### src/hw/rtl/u2r_pkg.sv
`default_nettype none

package u2r_pkg;

   // one macropixel in, two rgb565 pixels out
   typedef struct packed {
      logic [7:0] chroma_u;
      logic [7:0] luma_even;
      logic [7:0] chroma_v;
      logic [7:0] luma_odd;
      logic       line_last_in;
   } req_word_type;

   typedef struct packed {
      logic [15:0] first_pixel;
      logic [15:0] second_pixel;
      logic        line_last_out;
   } rsp_word_type;

   // chroma products shared by both pixels of a word
   typedef struct packed {
      logic [15:0] red_v;    // 204v + (v >> 1)
      logic [15:0] green_uv; // 104v + 50u
      logic [15:0] blue_u;   // 258u
   } chroma_terms_type;

   localparam logic [7:0] LEVEL_OFFSET = 8'd16;
   localparam logic [7:0] CHROMA_MAX   = 8'd240;
   localparam logic [7:0] LUMA_MAX     = 8'd235;

   localparam logic [7:0] Y_GAIN  = 8'd149;
   localparam logic [7:0] RV_GAIN = 8'd204;
   localparam logic [7:0] GV_GAIN = 8'd104;
   localparam logic [7:0] GU_GAIN = 8'd50;
   localparam logic [8:0] BU_GAIN = 9'd258;

   localparam int SUM_W = 18;
   localparam logic signed [SUM_W-1:0] R_BIAS = 18'sd22840;
   localparam logic signed [SUM_W-1:0] G_BIAS = 18'sd17312;
   localparam logic signed [SUM_W-1:0] B_BIAS = 18'sd28832;

   // clamp to 16..hi, then remove the 16 offset
   function automatic logic [7:0] clamp_off(input logic [7:0] x, input logic [7:0] hi);
      logic [7:0] c;
      begin
         c = x;
         if (c < LEVEL_OFFSET) begin
            c = LEVEL_OFFSET;
         end
         if (c > hi) begin
            c = hi;
         end
         return c - LEVEL_OFFSET;
      end
   endfunction

   // floor divide by 128, limited to 0..255
   function automatic logic [7:0] sat8(input logic signed [SUM_W-1:0] s);
      logic signed [SUM_W-8:0] q;
      begin
         q = s[SUM_W-1:7];
         if (q < 0) begin
            return 8'd0;
         end else if (q > 11'sd255) begin
            return 8'd255;
         end else begin
            return q[7:0];
         end
      end
   endfunction

   function automatic logic [15:0] pack565(input logic [7:0] r, input logic [7:0] g,
                                           input logic [7:0] b);
      return {r[7:3], g[7:2], b[7:3]};
   endfunction

endpackage

`default_nettype wire

### src/hw/rtl/uyvy_to_rgb565_converter.sv
`default_nettype none
// a req word passes stage 1, stage 2, stage 3 and the output register in turn before rsp_valid rises
// throughput: one macropixel word per clock while rsp is not stalled, set by the four-stage pipeline
// a stall on rsp freezes every stage at once, so req_stall follows a held rsp word
// reset (synchronous, active high) clears only the stage valid bits; data is not reset

module uyvy_to_rgb565_converter (
   input  wire logic                   clock,
   input  wire logic                   reset,
   input  wire logic                   req_valid,
   output logic                        req_stall,
   input  wire u2r_pkg::req_word_type  req_word,
   output logic                        rsp_valid,
   input  wire logic                   rsp_stall,
   output u2r_pkg::rsp_word_type       rsp_word
);
   import u2r_pkg::*;

   // pipeline advance: everything moves unless a finished word is held
   logic advance;
   assign advance   = !(rsp_valid && rsp_stall);
   assign req_stall = !advance;

   // stage 1: clamp and remove offsets
   logic       s1_valid_ff, s1_valid_in;
   logic [7:0] s1_u_ff, s1_v_ff, s1_y0_ff, s1_y1_ff;
   logic       s1_last_ff;

   // stage 2: products
   logic             s2_valid_ff;
   logic [15:0]      s2_luma0_ff, s2_luma1_ff;
   logic [15:0]      s2_luma0_in, s2_luma1_in;
   chroma_terms_type s2_chroma_ff, s2_chroma_in;
   logic             s2_last_ff;

   // stage 3: channel sums, held inside the pixel units
   logic        s3_valid_ff;
   logic        s3_last_ff;
   logic [15:0] pixel0, pixel1;

   // stage 4: output register
   logic         rsp_valid_ff;
   rsp_word_type rsp_word_ff;

   assign s1_valid_in = req_valid && !req_stall;

   always_comb begin
      s2_luma0_in           = 16'(s1_y0_ff * Y_GAIN);
      s2_luma1_in           = 16'(s1_y1_ff * Y_GAIN);
      s2_chroma_in.red_v    = 16'(s1_v_ff * RV_GAIN) + 16'(s1_v_ff >> 1);
      s2_chroma_in.green_uv = 16'(s1_v_ff * GV_GAIN) + 16'(s1_u_ff * GU_GAIN);
      s2_chroma_in.blue_u   = 16'(s1_u_ff * BU_GAIN);
   end

   // valid bits travel with the data
   always_ff @(posedge clock) begin
      if (reset) begin
         s1_valid_ff  <= 1'b0;
         s2_valid_ff  <= 1'b0;
         s3_valid_ff  <= 1'b0;
         rsp_valid_ff <= 1'b0;
      end else if (advance) begin
         s1_valid_ff  <= s1_valid_in;
         s2_valid_ff  <= s1_valid_ff;
         s3_valid_ff  <= s2_valid_ff;
         rsp_valid_ff <= s3_valid_ff;
      end
   end

   // payload registers, no reset
   always_ff @(posedge clock) begin
      if (advance) begin
         s1_u_ff      <= clamp_off(req_word.chroma_u,  CHROMA_MAX);
         s1_v_ff      <= clamp_off(req_word.chroma_v,  CHROMA_MAX);
         s1_y0_ff     <= clamp_off(req_word.luma_even, LUMA_MAX);
         s1_y1_ff     <= clamp_off(req_word.luma_odd,  LUMA_MAX);
         s1_last_ff   <= req_word.line_last_in;

         s2_luma0_ff  <= s2_luma0_in;
         s2_luma1_ff  <= s2_luma1_in;
         s2_chroma_ff <= s2_chroma_in;
         s2_last_ff   <= s1_last_ff;

         s3_last_ff   <= s2_last_ff;

         rsp_word_ff.first_pixel   <= pixel0;
         rsp_word_ff.second_pixel  <= pixel1;
         rsp_word_ff.line_last_out <= s3_last_ff;
      end
   end

   // even pixel
   u2r_pixel u_pixel_even (
      .clock     (clock),
      .enable    (advance),
      .luma_term (s2_luma0_ff),
      .chroma    (s2_chroma_ff),
      .pixel     (pixel0)
   );

   // odd pixel, same chroma
   u2r_pixel u_pixel_odd (
      .clock     (clock),
      .enable    (advance),
      .luma_term (s2_luma1_ff),
      .chroma    (s2_chroma_ff),
      .pixel     (pixel1)
   );

   assign rsp_valid = rsp_valid_ff;
   assign rsp_word  = rsp_word_ff;

`ifndef ASSERT_OFF
   // an accepted word lands in stage 1
   a_accept_enters: assert property (@(posedge clock) disable iff (reset)
      (req_valid && !req_stall) |=> s1_valid_ff)
      else $error("accepted word missing from stage 1");

   // a taken output word with nothing behind it leaves the output empty
   a_drain: assert property (@(posedge clock) disable iff (reset)
      (!rsp_stall && !s3_valid_ff) |=> !rsp_valid)
      else $error("output word repeated");

   // a held output word blocks the input side
   a_hold_blocks: assert property (@(posedge clock) disable iff (reset)
      (rsp_valid && rsp_stall) |-> req_stall)
      else $error("input taken while output held");

   // reset empties the pipeline
   a_reset_clear: assert property (@(posedge clock)
      reset |=> (!rsp_valid && !s1_valid_ff && !s2_valid_ff && !s3_valid_ff))
      else $error("pipeline not empty after reset");
`endif

endmodule

`default_nettype wire

### src/hw/rtl/u2r_pixel.sv
`default_nettype none

module u2r_pixel (
   input  wire logic                       clock,
   input  wire logic                       enable,
   input  wire logic [15:0]                luma_term,
   input  wire u2r_pkg::chroma_terms_type  chroma,
   output logic      [15:0]                pixel
);
   import u2r_pkg::*;

   logic signed [SUM_W-1:0] luma_s;
   logic signed [SUM_W-1:0] red_in,   green_in,   blue_in;
   logic signed [SUM_W-1:0] red_ff,   green_ff,   blue_ff;

   // channel sums before scaling
   always_comb begin
      luma_s   = signed'({2'b00, luma_term});
      red_in   = luma_s - R_BIAS + signed'({2'b00, chroma.red_v});
      green_in = luma_s + G_BIAS - signed'({2'b00, chroma.green_uv});
      blue_in  = luma_s - B_BIAS + signed'({2'b00, chroma.blue_u});
   end

   always_ff @(posedge clock) begin
      if (enable) begin
         red_ff   <= red_in;
         green_ff <= green_in;
         blue_ff  <= blue_in;
      end
   end

   // scale, saturate and pack
   assign pixel = pack565(sat8(red_ff), sat8(green_ff), sat8(blue_ff));

endmodule

`default_nettype wire
### config.mk
export PLATFORM = sky130hd
export DESIGN_NAME = uyvy_to_rgb565_converter
export DESIGN_NICKNAME = d
export VERILOG_FILES = /design/src/hw/rtl/u2r_pkg.sv /design/src/hw/rtl/uyvy_to_rgb565_converter.sv /design/src/hw/rtl/u2r_pixel.sv
export SDC_FILE = /design/constraint.sdc
export NUM_CORES = 1
export LEC_CHECK = 0
export BUFFER_PORTS_ARGS = -buffer_cell sky130_fd_sc_hd__buf_2
export CAP_MARGIN = 5
export CORE_UTILIZATION = 63
export DETAILED_ROUTE_END_ITERATION = 16
export HOLD_SLACK_MARGIN = 0.05
export PLACE_DENSITY = 0.93
export REMOVE_ABC_BUFFERS = 1
export SETUP_SLACK_MARGIN = 0.2
export SLEW_MARGIN = 0
export SYNTH_ARGS = -nofsm -noshare
export SYNTH_HDL_FRONTEND = slang
export SYNTH_SLANG_ARGS = --single-unit
### constraint.sdc
create_clock -name clock -period 8.2 [get_ports clock]
set_clock_uncertainty 0.2 [all_clocks]
set_input_delay 0.82 -clock clock [delete_from_list [all_inputs] [get_ports clock]]
set_output_delay 0.82 -clock clock [all_outputs]
set_load 0.005 [all_outputs]
After elaboration in Yosys (flattened, before gate mapping)
Cells that the tools add are included.

Add/subtract/negate cells: 18. Multiply operators: 6. Order comparisons: 20. Multiplexer cells: 22. Reductions and logical operators: 3.

Operators by type and width (count): 8-bit 2-to-1 mux (22); 18-bit by 17-bit adder with 18-bit output (4); 16-bit by 15-bit subtractor with 17-bit output (second input constant) (4); 11-bit by 9-bit greater-than comparator with 1-bit output (second input constant) (6); 11-bit by 1-bit < comparator with 1-bit output (second input constant) (6); 18-bit by 17-bit subtractor with 18-bit output (2); 16-bit by 15-bit adder with 17-bit output (second input constant) (2); 8-bit greater-than comparator (second input constant) (4); 8-bit by 5-bit < comparator with 1-bit output (second input constant) (4); 8-bit by 8-bit multiplier with 16-bit output (second input constant) (2); 8-bit by 5-bit subtractor with 8-bit output (second input constant) (4); 15-bit by 14-bit adder with 16-bit output (1); 16-bit by 7-bit adder with 16-bit output (1); 8-bit by 8-bit multiplier with 15-bit output (second input constant) (1); 8-bit by 6-bit multiplier with 14-bit output (second input constant) (1); 8-bit by 5-bit multiplier with 13-bit output (second input constant) (1); 8-bit by 4-bit multiplier with 12-bit output (second input constant) (1); 1-bit logical AND (2); 1-bit logical NOT (1).

Flip-flop bits (word level): 259. Bits of input ports: 37. Output and inout bits: 35. Word-level logic and storage cells: 98.

Logic depth before layout (Yosys ltp)
Depth after elaboration: 7. Mapped depth: 17. Depth with buffers taken out: 17.

Cells and area by module
A second synthesis with hierarchy kept.

Cell total of the unflattened synthesis: 1509. Area total of the unflattened synthesis: 16027.9 µm².

Modules (own cells, without submodules): uyvy_to_rgb565_converter (times used 1, cells an instance 796, area each 9791.9 µm²); u2r_pixel (u_pixel_even) (times used 1, cells an instance 372, area each 3239.4 µm²); u2r_pixel (u_pixel_odd) (times used 1, cells an instance 341, area each 2996.6 µm²).

Least setup slack after synthesis
OpenSTA, ideal clock, no wires.

Path type: input -> output. Start point: input rsp_stall. End point: output req_stall. Data arrival time: 5.612 ns. Data required time: 7.180 ns. Path slack: 1.568 ns. Stages on the path: 2. Cells stage by stage: nand2_1 -> inv_1.

Longest elaborated chain between the ends: 1.

RTL lines: start: declaration (line uyvy_to_rgb565_converter.sv:14) `input wire logic rsp_stall,`; 1-bit logical AND (line uyvy_to_rgb565_converter.sv:21) `assign advance = !(rsp_valid && rsp_stall);`; end: declaration (line uyvy_to_rgb565_converter.sv:11) `output logic req_stall,`.

Every way passes these cells.

==> impl_metrics.yaml <==
sta:
  period_minus_slack_ns: 4.67
  relSlewSlack_pct: 27.4
  min_period_over_period_pct: 56.9
  fmax_mhz: 214
  setup_ws_ns: 3.53
  fin_tns_setup_ns: 0
  rsz0062_at_grt: "false"
  finalSetupViolCount: 0
  tightest_slew_ns: 1.09
  slew_viol_final: 0
  final_hold_viol_count: 0
global_route:
  grt_max_degree: 86
  grt-ovfl-total: 0
  grt_pass1_vias: 11200
  antenna_found_initial: 0
  grt_pass1_wl_um: 53500
  grt_usage_pct: 27.8
synth:
  synth_cell_types: 67
  synth_top_area_share_pct: 37.8
  netlist_area_mm2: 0.0154
  netlist_top_cells_count: "264 x ha_1, 194 x edfxtp_1, 163 x inv_1"
  ys_async_sr_fraction_pct: 0
  yosysMostFrequentCell: "ha_1"
  yosys_register_bits: 198
  synthTopCellsByArea: "edfxtp_1 38%, ha_1 21%, xnor2_1 5.2%"
  synth_edf_count: 194
  avgSynthCellArea_um2: 10.6
  ys.flop_type: "edfxtp_1"
  yosysWarnings: 0
  synth_cells: 1454
  synth_top_cell_by_area: "edfxtp_1"
  seq_area_frac_synth_pct: 38.3
clock_network:
  clock_sinks: 198
  cts.path.max_buffers: 2
  cts_made_buffers: 17
  tritoncts: "built"
  htree_levels: 4
  clk_pin_slew_ns: 0.07
  cts-resized-gates: 0
  clock_latency_ns: 0.45
  clock_tree.root_cell: "clkbuf_16"
  ctsHoldBuffers: 0
  postCtsSetupBuffers: 0
floorplan:
  dieWidth_um: 158
  design.core.area_mm2: 0.0238
  rows: 56
  die_y_um: 158
  dieArea_mm2: 0.0251
  start_util_pct: 64.9
  io_pins: 72
worst_setup_path:
  ff2ff_path_depth: 17
  ff2ff_setup_slack_ns: 3.53
  worst_ep_required_time_ns: 8.19
  end_kind: "flip-flop"
  r2r_start: "s1_u_ff[4]$_DFFE_PN_"
  crit_type: "flip-flop to flip-flop"
  worst-path-max-fanout: 5
  r2r-end: "s2_chroma_ff[30]$_DFFE_PN_"
  crit_arrival_ns: 4.66
  critPathLaunchType: "flip-flop"
routing:
  drt-total-wl_um: 33000
  dr_wl_met2_um: 16500
  drc: 0
  viasPerCell: 5.98
  vias: 11100
  drt_iter0_drc: 843
  drt-pass1-iter-count: 5
  top_layer_used: "met4"
  wl_per_cell_um: 17.8
  wl_met1_um: 13400
  ant_nets: 0
  wl_met3_um: 1630
placed_design:
  routabilityCongestion: 0.943
  dp_slack_ns: 3.57
  numPlacedInstances: 1825
  io_buffer_count: 71
  dp_hpwl_um: 24900
worst_hold_path:
  hold_end: "rsp_word[0]$_DFFE_PN_"
  whs_path_depth: 0
  holdCritPathClass: "flip-flop to flip-flop"
  min_from: "s3_last_ff$_DFFE_PN_"
final_layout:
  stdcell_count: 1857
  fin_nets: 1859
  antenna_cells: 0
  area_growth_pct: 8.08
  utilization_pct: 70.1
  drive_gt1_share_pct: 7.93
flow_run:
  maxCapViolations: 0
power_and_ir_drop:
  power.density_mw_per_mm2: 458
  peakVddDrop_mv: 0.214
  power.leakage_nw: 7.76
status:
  status: "completed"
sequential cells by signal, summed over array words and instances, names as in the netlist, 9 cells and up:
signal	flops
s2_chroma_ff	44
rsp_word	33
s2_luma0_ff	16
s2_luma1_ff	16
u_pixel_even.green_ff	9
u_pixel_odd.green_ff	9
cell type report:
type / count / area (um2)
Clock buffer: 17 / 425
Clock inverter: 15 / 148
Fill cell: 1586 / 7100
Inverter: 163 / 612
Multi-Input combinational cell: 1072 / 8800
Sequential cell: 198 / 5910
Tap cell: 319 / 399
Timing Repair Buffer: 73 / 370
stage by stage:
| step | power (mW) | hold WS, ns | area (um2) |
|---|---|---|---|
| 2_1_floorplan | 5.58 | 0.200 | 15300 |
| 3_3_place_gp | 6.40 | 0.202 | 16100 |
| 3_5_place_dp | 6.66 | 0.207 | 16100 |
| 4_1_cts | 7.57 | 0.224 | 16700 |
| 5_1_grt | 8.22 | 0.238 | 16700 |
| 6_report | 7.63 | 0.223 | 16700 |
cells by family (layout without fill, tap and decap cells):
group                    count (synthesis)  count (layout)  synth area share [%]
AO/OA/AOI/OAI                          268             268                  11.5
XOR/XNOR                               154             154                  8.84
adder cells (fa/ha/maj)                297             297                  25.7
buffers and inverters                  184             268                  4.65
flip-flops                             198             198                  38.3
AND/OR/NAND/NOR                        353             353                  10.9
per-layer routing:
metal / GRT usage (%) / up-vias
li1: - / 5329
met1: 32.8 / 5264
met2: 49.2 / 378
met3: 4.22 / 126
met4: 13.8 / 0
met5: 0 / -
worst max-delay path: stages (launching register included):
cell       delay, ns
edfxtp_1        0.50
ha_1            0.33
ha_1            0.30
inv_1           0.07
fa_1            0.51
inv_1           0.05
ha_1            0.32
inv_1           0.08
o21bai_1        0.10
a21o_1          0.19
a21oi_1         0.21
xnor2_1         0.09
ha_1            0.36
nand3_1         0.09
nor3_1          0.04
a2111oi_0       0.61
a21oi_1         0.19
xor2_1          0.17
layout by cell type (no fill, tap or decap), types with 9 or more instances in the layout:
cell type,Yosys,final
a211oi_1,14,14
a21o_1,45,45
a21oi_1,88,88
and2_1,10,10
and3_1,10,10
buf_2,2,71
clkbuf_16,0,17
edfxtp_1,194,194
fa_1,33,33
ha_1,264,264
inv_1,163,163
nand2_1,62,61
nand2b_1,16,16
nand3_1,19,19
nand4_1,12,12
nor2_1,130,130
nor2b_1,9,9
nor3_1,48,48
nor4_1,9,9
o21a_1,12,12
o21ai_0,32,32
o21bai_1,15,15
xnor2_1,92,92
xor2_1,61,61
worst max path at each step:
stage                              from                         end  slack, ns  depth (start not counted)
3_3_place_gp   s1_u_ff[2]$_SDFFCE_PN0N_  s2_chroma_ff[30]$_DFFE_PN_       3.69                         14
5_1_grt            s1_u_ff[4]$_DFFE_PN_  s2_chroma_ff[30]$_DFFE_PN_       3.26                         17
4_1_cts            s1_u_ff[4]$_DFFE_PN_  s2_chroma_ff[30]$_DFFE_PN_       3.55                         17
6_report           s1_u_ff[4]$_DFFE_PN_  s2_chroma_ff[30]$_DFFE_PN_       3.53                         17
2_1_floorplan                 rsp_stall                   req_stall       1.57                          2
3_5_place_dp       s1_u_ff[4]$_DFFE_PN_  s2_chroma_ff[30]$_DFFE_PN_       3.57                         17
where the power goes:
group	total [mW]	leakage [nW]	switching, mW	internal [mW]
registers	2.18	2.09	0.363	1.82
clock network	0.823	0.275	0.397	0.427
logic	4.63	5.39	2.58	2.05
No activity file was read; power rests on OpenSTA's default activity.
